<file path="config.mk">
export PLATFORM = sky130hd
export DESIGN_NAME = olrbk_ctrl
export DESIGN_NICKNAME = d
export VERILOG_FILES = /design/src/design/olrbk_pkg.sv /design/src/design/olrbk_ctrl.sv
export SDC_FILE = /design/constraint.sdc
export NUM_CORES = 1
export LEC_CHECK = 0
export CAP_MARGIN = 20
export CORE_AREA = 4 4 405 407
export DETAILED_ROUTE_END_ITERATION = 7
export DIE_AREA = 0 0 409 411
export DONT_BUFFER_PORTS = 1
export PLACE_DENSITY = 0.3
export SETUP_SLACK_MARGIN = 0.15
export SLEW_MARGIN = 20
export SYNTH_ARGS = -nofsm -noshare
export SYNTH_HDL_FRONTEND = slang
export SYNTH_SLANG_ARGS = --single-unit
</file>
<file path="constraint.sdc">
create_clock -name clock -period 18.88 [get_ports clock]
set_clock_uncertainty 0.1 [all_clocks]
set_input_delay 1.888 -clock clock [delete_from_list [all_inputs] [get_ports clock]]
set_output_delay 1.888 -clock clock [all_outputs]
set_load 0.05 [all_outputs]
</file>
<file path="src/design/olrbk_pkg.sv">
// ----------------------------------------------------------------------------
// olrbk_pkg
// Shared types and constants of the ordered record list.
// ----------------------------------------------------------------------------
`default_nettype none

package olrbk_pkg;

   // Default number of records the list holds
   localparam int DefCapacity = 64;

   // Width of one record word and of the reported count
   localparam int WordW = 64;
   localparam int FillW = 7;

   // Operation codes
   localparam logic CmdAppend = 1'b0;
   localparam logic CmdRemove = 1'b1;

   // One stored record
   typedef struct packed {
      logic [WordW-1:0] name;
      logic [WordW-1:0] color;
      logic [WordW-1:0] hardness;
      logic [WordW-1:0] reactivity;
   } record_type;

   // Request transaction
   typedef struct packed {
      logic             cmd;
      logic [WordW-1:0] key_name;
      logic [WordW-1:0] color_word;
      logic [WordW-1:0] hardness_word;
      logic [WordW-1:0] reactivity_word;
   } req_type;

   // Response transaction
   typedef struct packed {
      logic             ok;
      logic [WordW-1:0] out_name;
      logic [WordW-1:0] out_color;
      logic [WordW-1:0] out_hardness;
      logic [WordW-1:0] out_reactivity;
      logic [FillW-1:0] fill_after;
      logic             is_empty;
   } rsp_type;

endpackage

`default_nettype wire

</file>
<file path="src/design/olrbk_ctrl.sv">
// ----------------------------------------------------------------------------
// olrbk_ctrl
// Sequencer: append, head-first key search and compaction shift over the store.
// ----------------------------------------------------------------------------
`default_nettype none

module olrbk_ctrl
   import olrbk_pkg::*;
#(
   parameter int Capacity = DefCapacity,
   parameter int AddrW    = (Capacity > 1) ? $clog2(Capacity) : 1,
   parameter int CntW     = $clog2(Capacity + 1)
) (
   input  wire logic             clock,
   input  wire logic             reset,
   // request side
   input  wire logic             req_valid,
   output logic                  req_ready,
   input  wire req_type          req_data,
   // result towards the output register
   output logic                  res_valid,
   input  wire logic             res_ready,
   output rsp_type               res_data,
   // store access
   output logic                  wr_en,
   output logic [AddrW-1:0]      wr_addr,
   output record_type            wr_data,
   output logic [AddrW-1:0]      rd_addr,
   input  wire record_type       rd_data
);

   typedef enum logic [1:0] {
      StIdle,
      StSearch,
      StShift,
      StDone
   } state_type;

   state_type         state_ff, state_in;
   logic [CntW-1:0]   fill_ff, fill_in;
   logic [CntW-1:0]   idx_ff, idx_in;
   logic [WordW-1:0]  key_ff, key_in;
   rsp_type           res_ff, res_in;

   logic [CntW-1:0]   idx_p1;
   logic [CntW-1:0]   idx_p2;

   assign idx_p1 = idx_ff + CntW'(1);
   assign idx_p2 = idx_ff + CntW'(2);

   // Next-state logic
   always_comb begin
      state_in = state_ff;
      fill_in  = fill_ff;
      idx_in   = idx_ff;
      key_in   = key_ff;
      res_in   = res_ff;
      wr_en    = 1'b0;
      wr_addr  = fill_ff[AddrW-1:0];
      wr_data  = rd_data;
      rd_addr  = '0;

      case (state_ff)
         StIdle: begin
            if (req_valid) begin
               key_in   = req_data.key_name;
               res_in   = '0;
               idx_in   = '0;
               state_in = StDone;
               if (req_data.cmd == CmdAppend) begin
                  if (fill_ff < CntW'(Capacity)) begin
                     wr_en              = 1'b1;
                     wr_data.name       = req_data.key_name;
                     wr_data.color      = req_data.color_word;
                     wr_data.hardness   = req_data.hardness_word;
                     wr_data.reactivity = req_data.reactivity_word;
                     fill_in            = fill_ff + CntW'(1);
                     res_in.ok          = 1'b1;
                  end
               end else if (fill_ff != '0) begin
                  // start the search at the head
                  rd_addr  = '0;
                  state_in = StSearch;
               end
            end
         end

         StSearch: begin
            // rd_data holds entry idx_ff; fetch the next one meanwhile
            rd_addr = idx_p1[AddrW-1:0];
            if (rd_data.name == key_ff) begin
               res_in.ok             = 1'b1;
               res_in.out_name       = rd_data.name;
               res_in.out_color      = rd_data.color;
               res_in.out_hardness   = rd_data.hardness;
               res_in.out_reactivity = rd_data.reactivity;
               fill_in               = fill_ff - CntW'(1);
               state_in              = StShift;
            end else if (idx_p1 < fill_ff) begin
               idx_in = idx_p1;
            end else begin
               state_in = StDone;
            end
         end

         StShift: begin
            // rd_data holds entry idx_ff + 1; move it up one place
            if (idx_ff < fill_ff) begin
               wr_en   = 1'b1;
               wr_addr = idx_ff[AddrW-1:0];
               wr_data = rd_data;
               rd_addr = idx_p2[AddrW-1:0];
               idx_in  = idx_p1;
            end else begin
               state_in = StDone;
            end
         end

         StDone: begin
            if (res_ready) begin
               state_in = StIdle;
            end
         end

         default: begin
            state_in = StIdle;
         end
      endcase
   end

   // State and registered outputs
   always_ff @(posedge clock) begin
      if (reset) begin
         state_ff <= StIdle;
         fill_ff  <= '0;
      end else begin
         state_ff <= state_in;
         fill_ff  <= fill_in;
      end
      idx_ff <= idx_in;
      key_ff <= key_in;
      res_ff <= res_in;
   end

   assign req_ready = (state_ff == StIdle);
   assign res_valid = (state_ff == StDone);

   // Count fields follow the final fill
   always_comb begin
      res_data            = res_ff;
      res_data.fill_after = FillW'(fill_ff);
      res_data.is_empty   = (fill_ff == '0);
   end

   // Checks
   a_fill_bound: assert property (@(posedge clock) disable iff (reset)
      fill_ff <= CntW'(Capacity))
      else $error("fill count above capacity");

   a_search_in_range: assert property (@(posedge clock) disable iff (reset)
      (state_ff == StSearch) |-> (idx_ff < fill_ff))
      else $error("search index beyond fill");

   a_fill_step: assert property (@(posedge clock) disable iff (reset)
      !reset |=> ({1'b0, fill_ff} == {1'b0, $past(fill_ff)}
                  || {1'b0, fill_ff} == {1'b0, $past(fill_ff)} + 1'b1
                  || {1'b0, fill_ff} + 1'b1 == {1'b0, $past(fill_ff)}))
      else $error("fill count moved by more than one");

   a_res_hold: assert property (@(posedge clock) disable iff (reset)
      (res_valid && !res_ready) |=> (res_valid && $stable(res_data)))
      else $error("result dropped or changed while held");

endmodule

`default_nettype wire

</file>
==> After elaboration in Yosys (flattened, before gate mapping) <==
Index checks and enable logic that the tools add are counted.
{ "word_totals": {"ff_bits": 337, "out_inout_bits": 536, "word_cells": 74} }
{ "op_classes": {"n_addsub": 4, "magnitude_cmp": 3, "eq_ne": 14, "muxes": 34, "reduce_logical": 10} }
{ "op_table": {"columns": ["cell", "n"], "rows": [
  ["two-way mux 256 bit", 4],
  ["one-hot mux 257 bit (2 select lines)", 1],
  ["two-way mux 265 bit", 1],
  ["two-way mux 257 bit", 1],
  ["equality test 64 bit", 1],
  ["two-way mux 7 bit", 8],
  ["one-hot mux 7 bit (3 select lines)", 1],
  ["two-way mux 6 bit", 3],
  ["adder 7 x 1 -> 7 bit (second input constant)", 2],
  ["less-than comparator 7 bit", 2],
  ["two-way mux 2 bit", 7],
  ["inequality test 2 bit (second input constant)", 7],
  ["one-hot mux 7 bit (2 select lines)", 1],
  ["one-hot mux 6 bit (2 select lines)", 1],
  ["AND reduction 5 bit", 2],
  ["one-hot mux 2 bit (4 select lines)", 1],
  ["zero test 7 bit", 1],
  ["less-than comparator 7 bit (second input constant)", 1],
  ["nonzero test 7 bit", 1],
  ["subtractor 7 x 1 -> 7 bit (second input constant)", 1],
  ["adder 6 x 2 -> 6 bit (second input constant)", 1],
  ["equality test 2 bit (second input constant)", 2],
  ["two-way mux 1 bit", 4],
  ["inequality test 2 x 1 -> 1 bit (second input constant)", 2],
  ["9 further kinds", 9]
]} }

==> Depth between registers and ports, before layout <==
{ "logic_depth": {"word_depth": 5, "depth_mapped": 13} }

==> Least setup slack after synthesis <==
Ideal clock, no wire load.
{ "synth_timing": {"path_type": "input-to-reg", "from": "input rd_data[242] (netlist name)", "to": "register res_ff (netlist bit res_data[100]) (enable)", "setup_ns": 0.960, "arrival_ns": 15.178, "t_required_ns": 17.820, "slack_ns": 2.642, "cell_stages": 7, "path_buffers": 1, "path_cell_list": "xnor2_1 nand4_1 nor4_2 nand4_1 and2_4 buf_6 a21oi_1"} }
{ "synth_between": {"elab_chain_cells": 3} }
{ "synth_rtl": {"columns": ["element", "line", "rtl"], "rows": [
  ["start, declared", "olrbk_ctrl.sv:29", "input wire record_type rd_data"],
  ["equality test 64 bit", "olrbk_ctrl.sv:91", "if (rd_data.name == key_ff) begin"],
  ["inequality test 2 bit (no source line)", null, null],
  ["AND reduction 3 bit (no source line)", null, null],
  ["end signal, assigned", "olrbk_ctrl.sv:142", "res_ff <= res_in;"],
  ["end, declared", "olrbk_ctrl.sv:43", "rsp_type res_ff, res_in;"]
]} }
No other way between the ends.
A chain may end at the register's enable or synchronous reset.

==> key figures <==
Pwr
  • Total power: 4.23 mW
  • Worst vdd ir: 0.0609 mV
  • Static Leak: 7.70 nW
  • Power per cell area: 203 nW/µm²

Synthesis
  • Seq/Total Area, Yosys: 59.9%
  • Synth unique cells: 45
  • Top FF cell, synth: edfxtp_1
  • Avg Cell Area, Syn: 9.85 µm²
  • Syn Inst Count: 1701
  • Syn Nets: 2242
  • Synth top area share: 58.8%
  • Yosys reg bits: 337
  • Number of flops mapped to enable cells by yosys: 328
  • Count leader, synth: nand2_1
  • Post-synth top area cell: edfxtp_1
  • Top post-synthesis cells by count: 782 x nand2_1, 328 x edfxtp_1, 266 x and2_1
  • Synthesis Warnings: 0
  • FFs w/ async S/R, synth: 0%
  • Mapped Area: 16800 µm²
  • Ranking of synthesized cells by area: edfxtp_1 59%, nand2_1 18%, and2_1 9.9%

Critical path
  • Max FO, Critical Path: 66
  • Data arrival time of the critical path: 4.77 ns
  • R2R Path Start: key_ff[61]$_DFFE_PP_
  • Setup Crit Path Kind: in -> out
  • CP Data Required Time: 16.89 ns
  • Worst Setup SP: req_valid
  • CP Capture Type: primary output
  • CP Launch Type: input pin

Finish
  • Area grow syn2layout: 24.5%
  • Reg area: 10000 µm²
  • Fillers: 18200
  • Multi-input gate area: 6360 µm²
  • Layout cells sized above 1: 6.24%
  • Final Util: 13.0%
  • Nets: 2221

Timing
  • Worst Max-Slew Pin Slew: 0.984 ns
  • Final Hold Viols: 0
  • Setup Viol. Count Final: 0
  • TNS Setup: 0 ns
  • Final critical-path share of the clock period: 35.8%
  • Slew margin rel.: 34.4%
  • Final Max Tran Viols: 0
  • Tmin final: 6.76 ns
  • RSZ-0062 raised after global routing: false
  • Peak Freq: 148 MHz

Flow run
  • Max Cap Viol: 0

Global routing
  • Largest net degree at the start of global routing: 96
  • Global route overflow: 0
  • Total Routing Usage GR: 10.0%
  • First-pass GRT wire length: 116000 µm
  • Initial antenna violation count: 21
  • Vias in the first global route: 12100

Clock tree
  • CTS tree: built
  • Setup bufs post-CTS: 0
  • Post-CTS Hold Fix Bufs: 0
  • TritonCTS Sinks: 337
  • H-Tree Depth: 2
  • Root buffer cell: clkbuf_16
  • Cts bufs inserted: 46
  • Clock slew at reported path FFs: 0.06 ns
  • Post-cts gate resize count: 0
  • Clock latency on the worst-skew pair: 0.63 ns
  • Clock tree buffer depth: 3

Detailed routing
  • Wire per inst: 23.5 µm
  • Drt first pass iters: 5
  • Routed Antenna Nets: 0
  • Initial DRC count: 863
  • Vias/cell: 3.19
  • Post-route DRC: 0
  • Total Routed Length: 91100 µm
  • DR vias: 12400

Floorplanning
  • Die W: 409 µm
  • Die ar.: 168000 µm²
  • Core area: 160000 µm²
  • Row Count: 147
  • Die height: 411 µm
  • # IOs: 1053
  • Effective utilization at floorplan: 10.5%

Worst hold path
  • Hold Startpoint: state_ff[1]$_SDFFE_PP0P_
  • Hold Crit Class: reg -> reg

Status
  • Run status: completed

Placement
  • Final HPWL DP: 74300 µm
  • # port buffers: 0
  • Routability cong.: 0.838
[stage by stage]
stage               hold slack (ns)  cell area [µm²]  std cells  setup WS (ns)
global placement              0.430            19300       3792          11.68
finish                        0.441            20900       3882          12.12
detailed placement            0.434            19300       3792          11.64
global route                  0.462            20900       3880          11.82
floorplan                     0.380            16800       1701           2.64
CTS                           0.442            20800       3874          11.96
[critical path, stage by stage]
cell	delay (ns)
nand2_1	0.17
or3_4	0.62
buf_4	0.68
buf_4	0.64
nand2_1	0.18
nand2_1	0.40
[flip-flops by register name, indices dropped and copies added (netlist names)]
register and cells:
key_ff 64, res_data 257, fill_ff 7, state_ff 2, idx_ff 7
[worst paths after layout]
kind,end,slack (ns),cells past startpoint
setup / recovery,wr_data[150],12.12,6
hold / removal,state_ff[1]$_SDFFE_PP0P_,0.44,2
setup reg to reg,res_data[27]$_SDFFCE_PN0P_,13.51,9
hold reg to reg,state_ff[1]$_SDFFE_PP0P_,0.44,2
[cell type report]
type | instances | share of cell area (%)
Sequential cell | 337 | 48.1
Multi-Input combinational cell | 1259 | 30.5
Tap cell | 2160 | 13.0
Clock buffer | 59 | 5.85
Clock inverter | 23 | 1.49
Timing Repair Buffer | 22 | 0.792
Inverter | 14 | 0.252
Antenna cell | 8 | 0.0960
[cell families (layout without fill, tap and decap cells)]
family | after synthesis | in the layout | synth area share, %
AND/OR/NAND/NOR | 1108 | 1108 | 29.6
flip-flops | 337 | 337 | 59.9
buffers and inverters | 105 | 118 | 2.40
XOR/XNOR | 75 | 75 | 3.92
AO/OA/AOI/OAI | 42 | 42 | 1.68
adder cells (fa/ha/maj) | 24 | 24 | 1.84
multiplexers | 10 | 10 | 0.657
other | 0 | 8 | 0
[placed cells by master (no fill, tap or decap), types with 6 or more instances in the layout]
cell / n
edfxtp_1: 328
clkinv_1: 6
ha_1: 22
and2_1: 266
nand2_1: 782
o21ai_0: 8
clkbuf_1: 11
nor2_1: 10
mux2_2: 8
a21oi_1: 9
buf_4: 22
xnor2_1: 70
dfxtp_1: 9
nand4_1: 20
diode_2: 8
clkbuf_16: 46
inv_1: 13
[report_power, final]
part,internal [mW],total [mW],leakage (nW),switching (mW)
logic,0.227,1.21,3.71,0.981
registers,1.21,2.13,3.25,0.914
clock network,0.529,0.898,0.735,0.369
total,1.97,4.23,7.70,2.26
[layer usage]
metal	vias up	track usage [%]	routed length, µm
li1	5499	-	-
met1	6023	12.3	36900
met2	722	16.0	42600
met3	117	3.50	7920
met4	8	4.31	3660
met5	-	0	54
No activity file was read; power rests on OpenSTA's default activity.
